`src/rtl/wsm_pkg.sv`:
```
`default_nettype none
package wsm_pkg;

   localparam int MAX_PATTERN_DEFAULT = 16;
   localparam int COUNT_WIDTH_DEFAULT = 16;

   // pattern store as laid out in the two 64-bit registers
   localparam int PATTERN_BYTES = 16;
   localparam int PATTERN_INDEX_WIDTH = 4;
   localparam int WORD_WIDTH = 64;
   localparam int LENGTH_WIDTH = 5;
   localparam logic [LENGTH_WIDTH-1:0] LENGTH_RESET = 5'd1;

   localparam int CSR_INDEX_WIDTH = 2;
   localparam logic [CSR_INDEX_WIDTH-1:0] CSR_PATTERN_LOW = 2'd0;
   localparam logic [CSR_INDEX_WIDTH-1:0] CSR_PATTERN_HIGH = 2'd1;
   localparam logic [CSR_INDEX_WIDTH-1:0] CSR_PATTERN_LENGTH = 2'd2;

   localparam logic [7:0] WILDCARD_BYTE = 8'h5F;

   typedef struct packed {
      logic [PATTERN_BYTES-1:0][7:0] bytes;
      logic [LENGTH_WIDTH-1:0] length;
   } pattern_type;

   typedef struct packed {
      logic valid;
      logic has_byte;
      logic end_of_line;
      logic [7:0] text_byte;
   } item_type;

endpackage
`default_nettype wire

```
`src/rtl/wsm_csr.sv`:
```
`default_nettype none
module wsm_csr (
   input  wire logic clock,
   input  wire logic reset,
   input  wire logic write_en,
   input  wire logic [wsm_pkg::CSR_INDEX_WIDTH-1:0] write_index,
   input  wire logic [wsm_pkg::WORD_WIDTH-1:0] write_data,
   output wsm_pkg::pattern_type pattern
);

   logic [wsm_pkg::WORD_WIDTH-1:0] low_ff, low_in;
   logic [wsm_pkg::WORD_WIDTH-1:0] high_ff, high_in;
   logic [wsm_pkg::LENGTH_WIDTH-1:0] length_ff, length_in;

   always_comb begin
      low_in = low_ff;
      high_in = high_ff;
      length_in = length_ff;
      if (write_en) begin
         unique case (write_index)
            wsm_pkg::CSR_PATTERN_LOW: low_in = write_data;
            wsm_pkg::CSR_PATTERN_HIGH: high_in = write_data;
            wsm_pkg::CSR_PATTERN_LENGTH: length_in = write_data[wsm_pkg::LENGTH_WIDTH-1:0];
            default: ; // drop writes to unused indexes
         endcase
      end
   end

   always_ff @(posedge clock) begin
      if (reset) begin
         low_ff <= '0;
         high_ff <= '0;
         length_ff <= wsm_pkg::LENGTH_RESET;
      end else begin
         low_ff <= low_in;
         high_ff <= high_in;
         length_ff <= length_in;
      end
   end

   assign pattern.bytes = {high_ff, low_ff};
   assign pattern.length = length_ff;

endmodule
`default_nettype wire

```
`src/rtl/wsm_match.sv`:
```
`default_nettype none
module wsm_match #(
   parameter int MAX_PATTERN = wsm_pkg::MAX_PATTERN_DEFAULT,
   parameter int COUNT_WIDTH = wsm_pkg::COUNT_WIDTH_DEFAULT
) (
   input  wire logic clock,
   input  wire logic reset,
   input  wire logic step,
   input  wire wsm_pkg::item_type item,
   input  wire wsm_pkg::pattern_type pattern,
   output logic [COUNT_WIDTH-1:0] count_next
);

   localparam int SEEN_WIDTH = $clog2(MAX_PATTERN + 1);
   localparam int LW = wsm_pkg::LENGTH_WIDTH;

   logic [MAX_PATTERN-1:0][7:0] window_ff, window_in;
   logic [SEEN_WIDTH-1:0] seen_ff, seen_in;
   logic [COUNT_WIDTH-1:0] count_ff, count_in;
   logic [LW-1:0] eff_length;
   logic [MAX_PATTERN-1:0] pos_ok;
   logic hit;

   // clamp the configured length into 1..MAX_PATTERN
   always_comb begin
      priority if (pattern.length == '0) begin
         eff_length = LW'(1);
      end else if (pattern.length > LW'(MAX_PATTERN)) begin
         eff_length = LW'(MAX_PATTERN);
      end else begin
         eff_length = pattern.length;
      end
   end

   always_comb begin
      window_in[0] = item.text_byte;
      for (int k = 1; k < MAX_PATTERN; k++) begin
         window_in[k] = window_ff[k-1];
      end
   end

   assign seen_in = (seen_ff < SEEN_WIDTH'(MAX_PATTERN)) ? seen_ff + SEEN_WIDTH'(1) : seen_ff;

   // window age k lines up with pattern byte eff_length-1-k
   always_comb begin
      logic [LW-1:0] pidx;
      logic [7:0] pbyte;
      for (int k = 0; k < MAX_PATTERN; k++) begin
         pidx = eff_length - LW'(1) - LW'(k);
         pbyte = pattern.bytes[pidx[wsm_pkg::PATTERN_INDEX_WIDTH-1:0]];
         pos_ok[k] = (LW'(k) >= eff_length) || (pbyte == wsm_pkg::WILDCARD_BYTE)
                     || (pbyte == window_in[k]);
      end
   end

   assign hit = item.has_byte && (&pos_ok) && (LW'(seen_in) >= eff_length);

   always_comb begin
      count_next = count_ff;
      if (hit && (count_ff != '1)) begin
         count_next = count_ff + COUNT_WIDTH'(1);
      end
   end

   always_comb begin
      count_in = count_ff;
      if (step) begin
         count_in = item.end_of_line ? '0 : count_next;
      end
   end

   always_ff @(posedge clock) begin
      if (step && item.has_byte) begin
         window_ff <= window_in;
      end
   end

   always_ff @(posedge clock) begin
      if (reset) begin
         seen_ff <= '0;
         count_ff <= '0;
      end else begin
         count_ff <= count_in;
         if (step) begin
            if (item.end_of_line) begin
               seen_ff <= '0;
            end else if (item.has_byte) begin
               seen_ff <= seen_in;
            end
         end
      end
   end

endmodule
`default_nettype wire

```
`src/rtl/wildcard_substring_match_count_core.sv`:
```
`default_nettype none
// Path: an accepted item is held in item_ff and processed there; a line's count
// shows on rsp_valid, through rsp_valid_ff, once its closing item steps out of item_ff.
// Throughput: one item per cycle, set by the combinational window compare; a closing
// item waits while a stalled count still holds the result register.
// Reset clears line state and count, pattern bytes to zero, pattern length to 1.
module wildcard_substring_match_count_core #(
   parameter int MAX_PATTERN = wsm_pkg::MAX_PATTERN_DEFAULT,
   parameter int COUNT_WIDTH = wsm_pkg::COUNT_WIDTH_DEFAULT
) (
   input  wire logic clock,
   input  wire logic reset,
   input  wire logic req_valid,
   output logic req_stall,
   input  wire logic [7:0] req_text_byte,
   input  wire logic req_has_byte,
   input  wire logic req_end_of_line,
   output logic rsp_valid,
   input  wire logic rsp_stall,
   output logic [COUNT_WIDTH-1:0] rsp_match_count,
   input  wire logic csr_valid,
   output logic csr_ready,
   input  wire logic [wsm_pkg::CSR_INDEX_WIDTH-1:0] csr_index,
   input  wire logic [wsm_pkg::WORD_WIDTH-1:0] csr_write_data
);

   wsm_pkg::pattern_type pattern;
   wsm_pkg::item_type item_ff, item_in;
   logic out_free, step, req_accept;
   logic rsp_valid_ff, rsp_valid_in;
   logic [COUNT_WIDTH-1:0] rsp_count_ff;
   logic [COUNT_WIDTH-1:0] count_next;

   assign csr_ready = 1'b1;

   wsm_csr u_csr (
      .clock(clock),
      .reset(reset),
      .write_en(csr_valid && csr_ready),
      .write_index(csr_index),
      .write_data(csr_write_data),
      .pattern(pattern)
   );

   // an item that closes a line needs the result register free
   assign out_free = !rsp_valid_ff || !rsp_stall;
   assign step = item_ff.valid && (!item_ff.end_of_line || out_free);
   assign req_stall = item_ff.valid && !step;
   assign req_accept = req_valid && !req_stall;

   always_comb begin
      item_in = item_ff;
      if (req_accept) begin
         item_in.valid = 1'b1;
         item_in.text_byte = req_text_byte;
         item_in.has_byte = req_has_byte;
         item_in.end_of_line = req_end_of_line;
      end else if (step) begin
         item_in.valid = 1'b0;
      end
   end

   wsm_match #(
      .MAX_PATTERN(MAX_PATTERN),
      .COUNT_WIDTH(COUNT_WIDTH)
   ) u_match (
      .clock(clock),
      .reset(reset),
      .step(step),
      .item(item_ff),
      .pattern(pattern),
      .count_next(count_next)
   );

   always_comb begin
      rsp_valid_in = rsp_valid_ff && rsp_stall;
      if (step && item_ff.end_of_line) begin
         rsp_valid_in = 1'b1;
      end
   end

   always_ff @(posedge clock) begin
      if (reset) begin
         item_ff <= '0;
         rsp_valid_ff <= 1'b0;
      end else begin
         item_ff <= item_in;
         rsp_valid_ff <= rsp_valid_in;
      end
   end

   always_ff @(posedge clock) begin
      if (step && item_ff.end_of_line) begin
         rsp_count_ff <= count_next;
      end
   end

   assign rsp_valid = rsp_valid_ff;
   assign rsp_match_count = rsp_count_ff;

endmodule
`default_nettype wire
```
`config.mk`:
```
export PLATFORM = sky130hd
export DESIGN_NAME = wildcard_substring_match_count_core
export DESIGN_NICKNAME = d
export VERILOG_FILES = /design/src/rtl/wsm_pkg.sv /design/src/rtl/wsm_csr.sv /design/src/rtl/wsm_match.sv /design/src/rtl/wildcard_substring_match_count_core.sv
export SDC_FILE = /design/constraint.sdc
export NUM_CORES = 1
export LEC_CHECK = 0
export ABC_AREA = 1
export CAP_MARGIN = 40
export CORE_MARGIN = 1
export CORE_UTILIZATION = 30
export DETAILED_ROUTE_END_ITERATION = 6
export DONT_BUFFER_PORTS = 1
export SYNTH_ARGS = -nofsm -noshare
export SYNTH_HDL_FRONTEND = slang
export SYNTH_SLANG_ARGS = --single-unit
```
`constraint.sdc`:
```
create_clock -name clock -period 6.4 [get_ports clock]
set_input_delay 0.32 -clock clock [delete_from_list [all_inputs] [get_ports clock]]
set_output_delay 0.32 -clock clock [all_outputs]
set_load 0.1 [all_outputs]
```
# == Word-level counts from Yosys, hierarchy flattened ==
# Index checks and enable logic that the tools add are counted.
# classes
muxes,42
div_mod_pow,0
order_cmp,35
n_reduce_logical,57
add_sub_neg,18
eq_ne,35
shifts,0
n_bitwise,0
multipliers,0
# op_table
operator,count
binary-select mux 8 bit (select 4 bit),16
"== test 8 x 7 -> 1 bit, second input constant",16
== test 8 bit,16
two-way mux 8 bit,16
"< comparator 4 x 5 -> 1 bit, second input constant",16
"greater-or-equal comparator 4 x 5 -> 1 bit, first input constant",8
logical OR 1 bit,34
two-way mux 16 bit,2
"subtractor 4 bit, second input constant",8
two-way mux 5 bit,5
"greater-or-equal comparator 3 x 5 -> 1 bit, first input constant",4
"adder 16 x 1 -> 16 bit, second input constant",1
"inequality test 16 bit, second input constant",1
AND reduction 16 bit,1
"subtractor 4 x 3 -> 4 bit, second input constant",4
"greater-or-equal comparator 1 x 5 -> 1 bit, first input constant",2
"greater-or-equal comparator 2 x 5 -> 1 bit, first input constant",2
logical AND 1 bit,9
AND reduction 2 bit,4
"subtractor 4 x 1 -> 4 bit, second input constant",2
"subtractor 4 x 2 -> 4 bit, second input constant",2
"adder 5 x 1 -> 5 bit, second input constant",1
greater-or-equal comparator 5 bit,1
"> comparator 5 bit, second input constant",1
8 further kinds,15
# word_totals
mem_bits_rw,0
wordCells,213
in_bits,81
latchBits,0
output_inout_bits,19
mem_bits_ro,0
mem_count,0
reg_bits,302

# == Logic depth before layout (Yosys ltp) ==
# logic_depth
depth_word,16
ltp_mapped,29
ltp_nobuf,27

# == Cells and area by module ==
# Synthesis repeated with hierarchy kept, for this count alone.
# unflattened
cells_unflattened,3791
area_unflattened_um2,22615.4
# by_module_without_submodules
mod,seq_area_each_um2,instances,cells_per_inst,area_each_um2
wsm_match,4023.9,1,2834,15831.4
wsm_csr,2662.6,1,859,5701.7
wildcard_substring_match_count_core,720.7,1,98,1082.3

# == Worst setup path before layout ==
# No wires, ideal clock.
# synth_timing
path_kind,flip-flop to flip-flop
from,"reg rsp_valid_ff, in the netlist rsp_valid"
to,reg u_match.seen_ff[1]
slack_ns,-0.736
arrival_ns,7.004
stages_incl_launch_ff,9
n_path_buf,0
setup_ns,0.132
period_less_slack_ns,7.136
path_cell_list,dfxtp_1 > nand2_1 > inv_1 > nand2_1 > nand2_1 > nor2_1 > nor2_1 > nand2_1 > a21oi_1
# synth_between
elab_chain_cells,5
# synth_lines
item,line_no,source
start: declaration,wildcard_substring_match_count_core.sv:30,"logic rsp_valid_ff, rsp_valid_in;"
start signal: assignment,wildcard_substring_match_count_core.sv:88,rsp_valid_ff <= rsp_valid_in;
logical NOT 1 bit,wildcard_substring_match_count_core.sv:46,assign out_free = !rsp_valid_ff || !rsp_stall;
logical OR 1 bit,wildcard_substring_match_count_core.sv:46,
logical OR 1 bit,wildcard_substring_match_count_core.sv:47,assign step = item_ff.valid && (!item_ff.end_of_line || out_free);
logical AND 1 bit,wildcard_substring_match_count_core.sv:47,
AND reduction 2 bit (no source line),-,
end signal: assignment,wsm_match.sv:88,seen_ff <= seen_in;
end: declaration,wsm_match.sv:18,"logic [SEEN_WIDTH-1:0] seen_ff, seen_in;"
# Every way passes these cells.
# A chain may end at the register's enable or synchronous reset.

# == Worst setup path in the final report ==
# layout_timing
from,reg u_csr.length_ff[4] (netlist name)
to,"reg rsp_count_ff[11], in the netlist rsp_match_count[11], data pin"
# layout_between
elab_chain_cells,15
# layout_lines
item,line_no,source
start: declaration,wsm_csr.sv:13,"logic [wsm_pkg::LENGTH_WIDTH-1:0] length_ff, length_in;"
start signal: assignment,wsm_csr.sv:33,length_ff <= wsm_pkg::LENGTH_RESET;
start signal: assignment,wsm_csr.sv:37,length_ff <= length_in;
> comparator 5 bit,wsm_match.sv:28,end else if (pattern.length > LW'(MAX_PATTERN)) begin
two-way mux 5 bit,wsm_match.sv:28,
two-way mux 5 bit *,wsm_match.sv:26,priority if (pattern.length == '0) begin
subtractor 4 x 1 -> 4 bit,wsm_match.sv:49,pidx = eff_length - LW'(1) - LW'(k);
subtractor 4 x 1 -> 4 bit (tied with other cells),wsm_match.sv:49,
binary-select mux 8 bit (select 4 bit),wsm_match.sv:50,pbyte = pattern.bytes[pidx[wsm_pkg::PATTERN_INDEX_WIDTH-1:0]];
two-way mux 8 bit (not written as such),wsm_match.sv:50,
== test 8 x 7 -> 1 bit,wsm_match.sv:51,pos_ok[k] = (LW'(k) >= eff_length) || (pbyte == wsm_pkg::WILDCARD_BYTE)
logical OR 1 bit,wsm_match.sv:51,
logical OR 1 bit,wsm_match.sv:52,|| (pbyte == window_in[k]);
AND reduction 16 bit,wsm_match.sv:56,assign hit = item.has_byte && (&pos_ok) && (LW'(seen_in) >= eff_length);
logical AND 1 bit,wsm_match.sv:56,
logical AND 1 bit *,wsm_match.sv:56,
logical AND 1 bit *,wsm_match.sv:60,if (hit && (count_ff != '1)) begin
two-way mux 16 bit *,wsm_match.sv:60,
net count_next[11],wildcard_substring_match_count_core.sv:32,logic [COUNT_WIDTH-1:0] count_next;
end signal: assignment,wildcard_substring_match_count_core.sv:94,rsp_count_ff <= count_next;
end: declaration,wildcard_substring_match_count_core.sv:31,logic [COUNT_WIDTH-1:0] rsp_count_ff;
# Mark *: on every way through the listed nets, which the timed path passes. The rest lies on a longest branch. The select of a mux whose other input is x is not followed.

==> results.ini <==
[status]
status = finished, final reports clean

[drt]
wl_per_cell_um = 22.59
viasPerCell = 5.496
num_vias = 24448
initialDrtViolationCount = 3610
drc = 0
ant_nets = 0
dr.pass1.iters = 6
routed_wl_um = 100500

[setup_path]
r2r_start = u_csr.length_ff[4]$_SDFFE_PP0P_
r2r_end = rsp_match_count[11]$_DFFE_PP_
start_kind = flip-flop
worstSetupEndpointType = flip-flop
r2r_cells = 22
cp.required_ps = 6720
worstSetupPathType = flip-flop to flip-flop
cp_max_fo = 52
worstPathArrival_ps = 5900
r2r_setup_slack_ps = 820

[clock_tree]
cts_htree_levels = 2
numCtsBuffers = 37
cts_sinks = 302
clockBufferDepth = 3
root_buffer = clkbuf_16
cts_tree = yes
clk_pin_slew_ps = 70
clock_latency_ps = 590
cts_resized = 0

[die]
fp.dieW_um = 270.5
io_pins = 100
coreArea_um2 = 71360
dieArea_um2 = 73140
start_util_pct = 30.29
fp.dieH_um = 270.5
rows = 98

[timing]
fin_tns_setup_ps = 0
slew_headroom_pct = 39.31
layout_min_cycle_time_ps = 5582
worst_pin_slew_ps = 907.8
rsz0062_at_grt = no
worst_hold_slack_ps = 13.13
finalHoldViolCount = 0
setup_violations = 0
skew_ps = 50.37
period_share_pct = 87.22
drv_slew = 0
timing.fmax_mhz = 179.1

[final_layout]
final_common_cell = nand2_1
final_area_um2 = 24550
final_layout_size_suffix_gt1_share_pct = 4.148
finalNonFillerCells = 4448
syn2layout_area_growth_pct = 13.55
layout_common_cells = nand2_1 (1369), nand3_1 (766), inv_1 (241)
final_nets = 3557

[place]
dp_hpwl_um = 79030
placed_area_um2 = 22670
place.detailed.instances = 4307
gp_congestion = 1.134
place.port_buffers = 0

[synth]
ys_warn_count = 0
netlist_area_um2 = 21620
synth_nets = 3578
synth_edf_count = 136
ys.flop_type = dfxtp_1
yosys.area.top_type_share_pct = 23.80
synthArstFlopShare_pct = 0
synthAdderAreaFrac_pct = 0.4051
synthCells = 3490
synth_top_area_cell = nand2_1
yosys_register_bits = 302
avgSynthCellArea_um2 = 6.195
synthTopCellsByArea = nand2_1 (24%), edfxtp_1 (19%), nand3_1 (18%)
synth-xor-area-share_pct = 0.2778
muxShareOfSynthArea_pct = 0
synth-simple-area-share_pct = 48.60
ys_types = 43
synth_top_family_by_area = simple AND/OR/NAND/NOR gates
synth-seq-area-share_pct = 34.26
synth_compound_area_share_pct = 7.807

[hold_path]
hold_class = primary input to flip-flop
whs_endpoint = item_ff[0]$_SDFFE_PP0P_
hp-start = req_text_byte[0]
min_path_cells = 2

[pwr]
irDropWorstVdd_uv = 208.9
p_per_area_nw_per_um2 = 255.4
p_leak_nw = 11.04

[global_routing]
grt-ovfl-total = 0
grt_usage_pct = 26.87
grt_max_degree = 120
first_global_vias = 21621
grt_pass1_wl_um = 146200
antenna_found_initial = 2

[job]
drv_cap = 0

worst max-delay path, cell delays in order, from the launching register on:
cell and delay (ps):
dfxtp_1 490, inv_2 330, nand2_4 160, buf_4 410
nand3_2 140, nand2_2 580, buf_12 350, nand2_1 90
nand2_1 300, nand2_1 170, nand3_1 150, nand3_1 90
nand2_1 70, nand2_1 50, nor2_1 340, nand3_1 160
nand2_1 250, nand2_1 80, nor2_1 140, nand2_1 110
nor2_4 460, nand4_1 170, and2_1 210
layout make-up:
class	instances	area [µm²]
fill	7864	46810
multi-input combinational	2751	12370
sequential	302	7407
timing repair buffer	121	1471
tap	950	1189
clock buffer	54	1061
inverter	256	964.7
clock inverter	12	77.57
antenna	2	5.005
per-stage QoR:
step	total power, mW	util [%]	setup slack (ps)
detailed placement	4.128	31.77	969.4
floorplan	3.497	-	1411
finish	6.270	34.40	817.7
global placement	4.113	31.13	1009
CTS	6.216	34.37	954.3
global route	6.544	34.40	496.4
worst max-delay path by stage:
stage	start	to	slack, ps	cells past startpoint
2_1_floorplan	rsp_valid$_SDFF_PP0_	u_match.seen_ff[1]$_SDFFE_PP0P_	1410	8
3_3_place_gp	u_csr.length_ff[4]$_SDFFE_PP0P_	rsp_match_count[11]$_DFFE_PP_	1010	22
3_5_place_dp	u_csr.length_ff[4]$_SDFFE_PP0P_	rsp_match_count[11]$_DFFE_PP_	970	22
4_1_cts	u_csr.length_ff[4]$_SDFFE_PP0P_	rsp_match_count[11]$_DFFE_PP_	950	22
5_1_grt	u_csr.length_ff[4]$_SDFFE_PP0P_	rsp_match_count[8]$_DFFE_PP_	500	22
6_report	u_csr.length_ff[4]$_SDFFE_PP0P_	rsp_match_count[11]$_DFFE_PP_	820	22
Yosys cell counts, types with 2 or more instances:
cell         n
a21boi_0     2
a21oi_1    166
and2_1       7
buf_1       17
buf_2       59
buf_4       24
buf_6        8
clkbuf_1    73
dfxtp_1    166
edfxtp_1   136
ha_1         7
inv_1      243
inv_2       11
nand2_1   1371
nand2_2      5
nand2_4      2
nand3_1    767
nand3_2      3
nand3b_1    79
nand4_1     32
nor2_1     121
nor2_2       2
nor2_4       4
nor3_1      12
o21ai_0    144
o21ai_1      9
xnor2_1      4
what timing repair did:
action / 4_1_cts / 5_1_grt
endpoints found under the hold margin: 160 / 0
setup buffers: 0 / 0
hold buffers: 72 / 0
flip-flops by register name, indices dropped and copies added (netlist names):
name and flops:
rsp_match_count 16, u_match.seen_ff 5, item_ff 11, u_csr.high_ff 64, u_match.count_ff 16, u_csr.low_ff 64, u_csr.length_ff 5, u_match.window_ff 120
rsp_valid 1
cell families (layout without fill, tap and decap cells):
logic type	after synthesis	count (layout)
buffers and inverters	437	443
other	1	3
DFF	302	302
adders and majority gates	7	7
and+or+nand+nor	2408	2408
AOI/OAI and AO/OA	329	329
xor gates and xnor gates	6	6
routing by layer:
layer / global-route usage [%] / routed length [µm]
met5: 0 / 0
met4: 12.16 / 5086
met3: 5.086 / 10100
met2: 40.61 / 42860
met1: 36.90 / 42440
where the power goes:
group | total [mW] | switching, mW | internal, mW
registers | 2.13 | 0.0520 | 2.07
logic | 2.10 | 1.54 | 0.556
clock network | 2.05 | 0.894 | 1.15
total | 6.27 | 2.49 | 3.78
(Power assumes the default switching activity.)
